[src/rtl/tpm_pkg.sv]
// ----------------------------------------------------------------------------
// tpm_pkg
// Shared widths, register indexes and the controller/datapath command and
// status types of the trapezoidal pulse measure unit.
// ----------------------------------------------------------------------------
package tpm_pkg;

  localparam int SAMPLE_BITS    = 16;
  localparam int MAX_DELAY      = 512;
  localparam int ADDR_BITS      = 9;
  localparam int FILL_BITS      = 10;
  localparam int INDEX_BITS     = 16;
  localparam int CFG_INDEX_BITS = 3;
  localparam int CFG_DATA_BITS  = 24;

  // shared restoring divider
  localparam int DIV_N_BITS   = 74;
  localparam int DIV_D_BITS   = 34;
  localparam int DIV_Q_BITS   = 48;
  localparam int DIV_CNT_BITS = 7;

  localparam logic [CFG_INDEX_BITS-1:0] CFG_BASELINE_LEN   = 3'd0;
  localparam logic [CFG_INDEX_BITS-1:0] CFG_RISE_LEN       = 3'd1;
  localparam logic [CFG_INDEX_BITS-1:0] CFG_FLAT_LEN       = 3'd2;
  localparam logic [CFG_INDEX_BITS-1:0] CFG_DECAY_MAG      = 3'd3;
  localparam logic [CFG_INDEX_BITS-1:0] CFG_INFINITE_DECAY = 3'd4;

  typedef enum logic [1:0] {
    TAP_K,
    TAP_L,
    TAP_KL
  } tap_t;

  typedef enum logic [1:0] {
    DIV_FILT,
    DIV_MEAN,
    DIV_NOISE
  } div_op_t;

  typedef struct packed {
    logic    capture;
    logic    rd_en;
    tap_t    rd_sel;
    logic    cap_en;
    tap_t    cap_sel;
    logic    calc_d;
    logic    acc_mul;
    logic    acc_shape;
    logic    take_mag;
    logic    div_start;
    div_op_t div_sel;
    logic    take_peak;
    logic    base_prep;
    logic    take_num;
    logic    sqrt_init;
    logic    sqrt_step;
    logic    load_out;
  } tpm_cmd_t;

  typedef struct packed {
    logic div_busy;
    logic div_done;
    logic last;
    logic n_gt1;
    logic sqrt_last;
    logic out_free;
  } tpm_status_t;

endpackage

[src/rtl/tpm_ctrl.sv]
// ----------------------------------------------------------------------------
// tpm_ctrl
// Sequencer: tap reads, accumulation, filter division, and on the last item
// the baseline mean and, with two or more baseline samples, the variance division and square root.
// ----------------------------------------------------------------------------
module tpm_ctrl (
  input  logic                 clk,
  input  logic                 rst,
  input  logic                 in_valid,
  output logic                 in_ready,
  input  tpm_pkg::tpm_status_t status,
  output tpm_pkg::tpm_cmd_t    cmd
);

  typedef enum logic [4:0] {
    S_IDLE, S_RD_K, S_RD_L, S_RD_KL, S_CAP_KL, S_DIFF, S_MUL, S_SHAPE, S_MAG,
    S_FDIV, S_FWAIT, S_PEAK, S_BPREP, S_MDIV, S_MWAIT, S_NUM, S_NDIV, S_NWAIT,
    S_SQINIT, S_SQRT, S_OUT
  } state_t;

  state_t state, state_next;

  always_comb begin
    cmd        = '0;
    state_next = state;
    in_ready   = (state == S_IDLE);
    case (state)
      S_IDLE: begin
        cmd.capture = in_valid;
        if (in_valid) state_next = S_RD_K;
      end
      S_RD_K: begin
        cmd.rd_en  = 1'b1;
        cmd.rd_sel = tpm_pkg::TAP_K;
        state_next = S_RD_L;
      end
      S_RD_L: begin
        cmd.rd_en   = 1'b1;
        cmd.rd_sel  = tpm_pkg::TAP_L;
        cmd.cap_en  = 1'b1;
        cmd.cap_sel = tpm_pkg::TAP_K;
        state_next  = S_RD_KL;
      end
      S_RD_KL: begin
        cmd.rd_en   = 1'b1;
        cmd.rd_sel  = tpm_pkg::TAP_KL;
        cmd.cap_en  = 1'b1;
        cmd.cap_sel = tpm_pkg::TAP_L;
        state_next  = S_CAP_KL;
      end
      S_CAP_KL: begin
        cmd.cap_en  = 1'b1;
        cmd.cap_sel = tpm_pkg::TAP_KL;
        state_next  = S_DIFF;
      end
      S_DIFF: begin
        cmd.calc_d = 1'b1;
        state_next = S_MUL;
      end
      S_MUL: begin
        cmd.acc_mul = 1'b1;
        state_next  = S_SHAPE;
      end
      S_SHAPE: begin
        cmd.acc_shape = 1'b1;
        state_next    = S_MAG;
      end
      S_MAG: begin
        cmd.take_mag = 1'b1;
        state_next   = S_FDIV;
      end
      S_FDIV: begin
        cmd.div_start = 1'b1;
        cmd.div_sel   = tpm_pkg::DIV_FILT;
        state_next    = S_FWAIT;
      end
      S_FWAIT: begin
        cmd.div_sel = tpm_pkg::DIV_FILT;
        if (status.div_done) state_next = S_PEAK;
      end
      S_PEAK: begin
        cmd.take_peak = 1'b1;
        state_next    = status.last ? S_BPREP : S_OUT;
      end
      S_BPREP: begin
        cmd.base_prep = 1'b1;
        state_next    = S_MDIV;
      end
      S_MDIV: begin
        cmd.div_start = 1'b1;
        cmd.div_sel   = tpm_pkg::DIV_MEAN;
        state_next    = S_MWAIT;
      end
      S_MWAIT: begin
        cmd.div_sel = tpm_pkg::DIV_MEAN;
        if (status.div_done) state_next = S_NUM;
      end
      S_NUM: begin
        cmd.take_num = 1'b1;
        // fewer than two baseline samples: noise is zero, no division
        state_next   = status.n_gt1 ? S_NDIV : S_OUT;
      end
      S_NDIV: begin
        cmd.div_start = 1'b1;
        cmd.div_sel   = tpm_pkg::DIV_NOISE;
        state_next    = S_NWAIT;
      end
      S_NWAIT: begin
        cmd.div_sel = tpm_pkg::DIV_NOISE;
        if (status.div_done) state_next = S_SQINIT;
      end
      S_SQINIT: begin
        cmd.sqrt_init = 1'b1;
        state_next    = S_SQRT;
      end
      S_SQRT: begin
        cmd.sqrt_step = 1'b1;
        if (status.sqrt_last) state_next = S_OUT;
      end
      S_OUT: begin
        cmd.load_out = status.out_free;
        if (status.out_free) state_next = S_IDLE;
      end
      default: state_next = S_IDLE;
    endcase
  end

  always_ff @(posedge clk) begin
    if (rst) begin
      state <= S_IDLE;
    end else begin
      state <= state_next;
    end
  end

endmodule
[config.mk]
export PLATFORM = sky130hd
export DESIGN_NAME = tpm_ctrl
export DESIGN_NICKNAME = d
export VERILOG_FILES = /design/src/rtl/tpm_pkg.sv /design/src/rtl/tpm_ctrl.sv
export SDC_FILE = /design/constraint.sdc
export NUM_CORES = 1
export LEC_CHECK = 0
export BUFFER_PORTS_ARGS = -buffer_cell sky130_fd_sc_hd__buf_2
export CORE_AREA = 5 5 42 44
export CTS_CLUSTER_DIAMETER = 40
export CTS_CLUSTER_SIZE = 14
export DETAILED_ROUTE_END_ITERATION = 8
export DIE_AREA = 0 0 47 49
export PLACE_DENSITY = 0.88
export SETUP_SLACK_MARGIN = 0.15
export SLEW_MARGIN = 30
export SYNTH_ARGS = -nofsm -noshare
export SYNTH_HDL_FRONTEND = slang
export SYNTH_SLANG_ARGS = --single-unit
[constraint.sdc]
create_clock -name clk -period 2.6 [get_ports clk]
set_input_delay 0.26 -clock clk [delete_from_list [all_inputs] [get_ports clk]]
set_output_delay 0.26 -clock clk [all_outputs]
set_load 0.05 [all_outputs]
==> summary.txt, run 1 <==
Power and ir drop
  • VDD IR max: 571 uV
  • Overall power: 0.640 mW
  • Pwr Density: 880 nW/um^2
  • Leak Pwr: 0.343 nW

GRT
  • Largest net degree at the start of global routing: 14
  • First-pass GRT wire length: 2470 um
  • Vias in the first global route: 559
  • Initial antenna violation count: 0
  • Total global routing overflow: 0
  • Total track usage: 14.5%

Yosys
  • Most used DFF post-synth: dfxtp_1
  • Syn. warnings: 0
  • Post-Synth Simple-Gate Area: 44.0%
  • Async set-reset flop share out of synthesis: 0%
  • Synth top area share: 16.7%
  • Largest cells by area after synthesis: dfxtp_1 17%, nor2_1 13%, buf_6 5.6%
  • Post-Syn Instances: 79
  • Main combinational cell family by area after synthesis: simple AND/OR/NAND/NOR gates
  • Post-synth EDFFs: 0
  • Most frequent cell after synthesis: nor2_1
  • Mux cell area share after synthesis: 4.17%
  • Seq cells post-synth: 5
  • Mean Syn Cell Area: 7.60 sq um
  • Adder-cell share of the synthesized area: 0%
  • Compound-Gate Fraction of Synth Area: 24.0%
  • Post-synth cell types: 34
  • Post-Syn Nets: 88
  • Post-synth top cells: 20 x nor2_1, 5 x dfxtp_1, 5 x nor3_1
  • Seq/Total Area, Yosys: 16.7%
  • Post-Synthesis Cell Area: 601 sq um
  • Post-synthesis xor/xnor area fraction: 0%
  • Top cell type by total area after synthesis: dfxtp_1

Floorplanning
  • Row Count: 14
  • Die Ht: 49 um
  • Width of the die: 47 um
  • DIE AREA: 2300 sq um
  • Placeable core region: 1400 sq um
  • Starting density of the core: 42.9%
  • Num ports: 30

Final layout
  • # fillers: 140
  • Layout net count: 113
  • Largest register FFs: 5
  • Biggest regs: state (5)
  • Share of layout cells above drive strength 1: 39.8%
  • Ant. Diodes: 0
  • Layout area overhead: 21.0%
  • Reg with most FFs: state

Worst setup path
  • R2r setup slk: 610 ps
  • Worst path slowest cell: dfxtp_1
  • Arrival @ worst endpoint: 1850 ps
  • Worst flop-to-flop path startpoint: state[4]
  • Setup crit end kind: primary output
  • Crit. path cell count: 5
  • Delay of the slowest cell on the worst path: 550 ps
  • Critical path peak fanout: 13
  • Crit path cell chain: or3b_1 > nor2_1 > a21oi_1 > nor2_1 > buf_2
  • Reg-to-reg critical path endpoint: state[0]
  • Startpoint Class: flip-flop
  • Worst Path Buf+Inv: 1
  • Worst Path Required: 2340 ps
  • Cells on worst reg2reg path: 4
  • Kind of cell adding the most delay to the critical path: simple AND/OR/NAND/NOR gates
  • CP most frequent cell: nor2_1
  • WS Path Type: flip-flop to primary output

Clocking
  • CTS root buf: clkbuf_4
  • CTS sink count: 5
  • Clock transition at path regs: 50 ps
  • Longest Clk Path Bufs: 2
  • Worst skew pair latency: 250 ps
  • CTS hold repair buffers: 0
  • Setup Fix Bufs, Post-CTS: 0
  • TritonCTS clock tree: done
  • H-tree depth: 1
  • Post-cts repair resize count: 0
  • Num CTS Buffers: 3

Place
  • HPWL after DPL: 1160 um
  • RD Place Congestion: 0.862
  • Port Buf Inserts: 28

STA
  • Final setup skew: 5.49 ps
  • Slew HR: 67.2%
  • Count of endpoints failing setup in the final report: 0
  • Fmax: 0.473 GHz
  • Hold Fails Final Rpt: 0
  • Fin Setup TNS: 0 ps
  • RSZ-0062 raised after global routing: false
  • Fin. max-slew vios: 0
  • Minimum clock period after layout: 2110 ps
  • Slew at the pin with the worst max-slew slack: 486 ps
  • Final period util: 81.3%

Hold path
  • Hold depth: 2
  • Hold_sp: rst
  • Hold endpoint: state[4]
  • Worst min path class: input pin to flip-flop

Detailed routing
  • Average wire per standard cell: 12.6 um
  • ANT nets after route: 0
  • First-pass DRT Iterations: 4
  • Count of routing violations after the opening detailed-route iteration: 13
  • Total Routed Length: 1500 um
  • Avg Vias per Cell: 5.50
  • # DRC: 0
  • Via count: 654

Status
  • Status: completed

Flow run
  • Max cap viols: 0
==> stage by stage <==
step | cells | hold slack (ps) | area (sq um) | util [%] | setup WS, ps
global route | 119 | 256 | 727 | 51.9 | 382
global placement | 115 | 506 | 701 | 50.0 | 672
finish | 119 | 265 | 727 | 51.9 | 485
floorplan | 79 | 329 | 601 | - | 177
CTS | 119 | 254 | 727 | 51.9 | 504
detailed placement | 115 | 521 | 701 | 50.0 | 644
==> report_power, final <==
group	internal, mW	switching, mW	leakage [nW]
registers	0.0925	0.0454	0.0410
logic	0.124	0.287	0.287
clock network	0.0581	0.0333	0.0150
total	0.274	0.366	0.343
==> worst max-delay path by stage <==
| stage | from | endpoint | slack [ps] |
|---|---|---|---|
| final | state[4] | cmd[8] | 490 |
| after global routing | state[2] | cmd[10] | 380 |
| after CTS | state[4] | cmd[8] | 500 |
| after detailed placement | state[4] | state[0] | 640 |
| after global placement | state[4] | state[0] | 670 |
| after floorplan | state[2] | cmd[19] | 180 |
==> logic make-up after synthesis <==
kind of cell,count (synthesis)
flops,5
simple gates,47
mux,2
compound gates,15
buf+inv,10
==> metal layers <==
layer / vias to the layer above / global-route usage [%] / share of wire (%)
met5: - / 0 / 0
met4: 0 / 4.15 / 0.73
met3: 3 / 7.38 / 6.1
met2: 13 / 21.7 / 52
met1: 311 / 17.7 / 41
li1: 327 / - / -
==> area by class of cell <==
cell class / instances / area [sq um] / share of cell area [%]
Multi-Input combinational cell: 64 / 433 / 59.6
Inverter: 2 / 7.51 / 1.03
Timing Repair Buffer: 28 / 140 / 19.3
Clock buffer: 4 / 26.3 / 3.61
Tap cell: 16 / 20.0 / 2.75
Sequential cell: 5 / 100 / 13.8
==> cell usage in the layout (no fill, tap or decap), types with 2 or more instances in the layout <==
cell      Yosys  routed
buf_2         3      28
nor2_1       20      20
nor3_1        5       5
dfxtp_1       5       5
nand2_1       4       4
a21oi_1       3       3
clkbuf_4      0       3
nand2b_1      2       2
inv_1         2       2
or3_1         2       2
or3_4         2       2
nand2b_2      2       2
nor2b_1       2       2
or3b_1        2       2
o31ai_1       2       2
o21ai_0       2       2
Power figures use the tool's default switching activity.
==> inputs of run 2 (changes only) <==
--- a/config.mk
+++ b/config.mk
@@ -6,12 +6,12 @@
 export NUM_CORES = 1
 export LEC_CHECK = 0
 export BUFFER_PORTS_ARGS = -buffer_cell sky130_fd_sc_hd__buf_2
-export CORE_AREA = 5 5 42 44
+export CORE_MARGIN = 5
+export CORE_UTILIZATION = 40
 export CTS_CLUSTER_DIAMETER = 40
 export CTS_CLUSTER_SIZE = 14
 export DETAILED_ROUTE_END_ITERATION = 8
-export DIE_AREA = 0 0 47 49
-export PLACE_DENSITY = 0.88
+export PLACE_DENSITY = 0.83
 export SETUP_SLACK_MARGIN = 0.15
 export SLEW_MARGIN = 30
 export SYNTH_ARGS = -nofsm -noshare
==> constraint.sdc (replaced) <==
create_clock -name clk -period 1.9 [get_ports clk]
set_input_delay 0.19 -clock clk [delete_from_list [all_inputs] [get_ports clk]]
set_output_delay 0.19 -clock clk [all_outputs]
set_load 0.05 [all_outputs]
==> summary.txt, run 2 (synthesis gave the netlist of run 1 again) <==
Status
  • Status: completed (unchanged)

Final layout
  • # fillers: 125 (was 140)
  • Most common cell after layout, fill and taps aside: buf_2 (unchanged)
  • Layout net count: 123 (was 113)
  • Layout area overhead: 54.0% (was 21.0%)
  • Ant. Diodes: 0 (unchanged)
  • Flip-flop and latch area: 109 sq um (was 100 sq um)
  • Final Util: 62.8% (was 51.9%)
  • Reg with most FFs: state (unchanged)
  • Biggest regs: state (5) (unchanged)
  • Area of the multi-input gates: 490 sq um (was 433 sq um)
  • Share of layout cells above drive strength 1: 59.3% (was 39.8%)
  • Fin area: 925 sq um (was 727 sq um)
  • Non-filler cells, final: 129 (was 119)
  • Leading cell types in the layout, fill and taps excluded: 16 x buf_2, 14 x nor2_1, 14 x buf_4 (was 28 x buf_2, 20 x nor2_1, 5 x nor3_1, 5 x dfxtp_1, 4 x nand2_1)
  • Largest register FFs: 5 (unchanged)

Power and ir drop
  • Overall power: 1.04 mW (was 0.640 mW)
  • VDD IR max: 519 uV (was 571 uV)
  • Gate power share: 73.2% (was 64.2%)
  • Leak Pwr: 0.412 nW (was 0.343 nW)
  • Sequential share of power: 15.4% (was 21.5%)
  • Pwr Density: 1130 nW/um^2 (was 880 nW/um^2)
  • Clk pwr share: 11.3% (was 14.3%)
  • Int Pwr: 0.496 mW (was 0.274 mW)
  • Net switching power: 0.547 mW (was 0.366 mW)
  • Sw Share: 52.4% (was 57.2%)

Hold path
  • Worst min path class: input pin to flip-flop (unchanged)

Worst setup path
  • Critical path peak fanout: 6 (was 13)
  • Setup crit start: state[2] (was state[4])
  • Crit path to: state[0] (was cmd[8])
  • Worst flop-to-flop path startpoint: state[2] (was state[4])
  • WS Path Type: flip-flop to flip-flop (was flip-flop to primary output)
  • Arrival @ worst endpoint: 1850 ps (about the same)
  • Cells on worst reg2reg path: 4 (unchanged)
  • Worst Path Required: 2020 ps (was 2340 ps)
  • R2r setup slk: 170 ps (was 610 ps)
  • Setup crit end kind: flip-flop (was primary output)
  • Startpoint Class: flip-flop (unchanged)
  • Reg-to-reg critical path endpoint: state[0] (unchanged)

Floorplanning
  • Width of the die: 48.8 um (was 47 um)
  • Starting density of the core: 40.8% (was 42.9%)
  • DIE AREA: 2380 sq um (was 2300 sq um)
  • Die Ht: 48.8 um (was 49 um)
  • Placeable core region: 1470 sq um (was 1400 sq um)
  • Row Count: 14 (unchanged)
  • Num ports: 30 (unchanged)

Detailed routing
  • Average wire per standard cell: 13.0 um (was 12.6 um)
  • First-pass DRT Iterations: 4 (unchanged)
  • Count of routing violations after the opening detailed-route iteration: 6 (was 13)
  • # DRC: 0 (unchanged)
  • Total Routed Length: 1680 um (was 1500 um)
  • ANT nets after route: 0 (unchanged)
  • Via count: 674 (was 654)
  • Avg Vias per Cell: 5.22 (was 5.50)

GRT
  • Grt peak-use layer: met2 (unchanged)
  • Initial antenna violation count: 0 (unchanged)
  • Routing usage on met2: 26.1% (was 21.7%)
  • GRT met1 Usage: 13.4% (was 17.7%)
  • Total track usage: 14.0% (was 14.5%)
  • First-pass GRT wire length: 2730 um (was 2470 um)
  • Largest net degree at the start of global routing: 13 (was 14)
  • Total global routing overflow: 0 (unchanged)
  • Vias in the first global route: 642 (was 559)
  • Met3 Usage GRT: 3.37% (was 7.38%)

STA
  • Slew at the pin with the worst max-slew slack: 432 ps (was 486 ps)
  • Count of endpoints failing setup in the final report: 0 (unchanged)
  • Hold Fails Final Rpt: 0 (unchanged)
  • Slew HR: 70.8% (was 67.2%)
  • Hold_ws: 207 ps (was 265 ps)
  • Final period util: 91.0%
  • Fin Setup TNS: 0 ps (unchanged)
  • Fin. max-slew vios: 0 (unchanged)
  • Minimum clock period after layout: 1730 ps
  • Worst setup margin: 170 ps (was 485 ps)
  • RSZ-0062 raised after global routing: true (was false)
  • Final setup skew: 3.37 ps (was 5.49 ps)
  • Fmax: 0.578 GHz

Clocking
  • Num CTS Buffers: 3 (unchanged)
  • Worst skew pair latency: 240 ps (was 250 ps)
  • TritonCTS clock tree: done (unchanged)
  • Clock transition at path regs: 40 ps (was 50 ps)
  • CTS sink count: 5 (unchanged)
  • H-tree depth: 1 (unchanged)
  • Longest Clk Path Bufs: 2 (unchanged)
  • CTS root buf: clkbuf_4 (unchanged)
  • CTS hold repair buffers: 0 (unchanged)

Place
  • RD Place Congestion: 0.805 (was 0.862)
  • HPWL after DPL: 1280 um (was 1160 um)
  • Cells after DPL: 121 (was 115)
  • DP Worst Slack: 109 ps (was 644 ps)
  • Placement Cell Area: 772 sq um (was 701 sq um)
  • Port Buf Inserts: 28 (unchanged)

Flow run
  • Max cap viols: 0 (unchanged)
==> run 2: timing repair <==
action	in CTS	in global routing
gates resized for setup	19	17
setup endpoints to repair	14	18
gates cloned	0	0
pin swaps	2	1
buffers inserted	2	2
==> run 2: power groups by stage <==
stage	logic [mW]	registers (mW)	clock network [mW]
finish	0.763	0.161	0.118
global route	0.808	0.164	0.132
floorplan	0.563	0.137	0
CTS	0.709	0.154	0.125
detailed placement	0.657	0.152	0
global placement	0.646	0.150	0
==> run 2: critical path: stages, from the launching register on <==
cell	delay, ps
dfxtp_4	360
or3b_4	460
o32ai_4	290
or3_4	210
mux2_4	290
==> run 2: worst min path at each step <==
| stage | start | end | cells past startpoint |
|---|---|---|---|
| final | rst | state[4] | 2 |
| after global routing | rst | state[3] | 2 |
| after CTS | rst | state[3] | 2 |
| after detailed placement | rst | state[4] | 2 |
| after global placement | rst | state[4] | 2 |
| after floorplan | rst | state[4] | 1 |
==> run 2: per-layer routing <==
| layer | vias to the layer above | share of wire, % |
|---|---|---|
| met2 | 31 | 53 |
| met5 | - | 0 |
| met4 | 0 | 2.9 |
| met1 | 296 | 37 |
| li1 | 341 | - |
| met3 | 6 | 7.5 |
==> run 2: area by class of cell <==
type | count | area share, %
timing repair buffer | 38 | 29.4
clock buffer | 4 | 2.84
sequential | 5 | 11.8
tap | 16 | 2.17
inverter | 2 | 0.812
multi-input combinational | 64 | 53.0
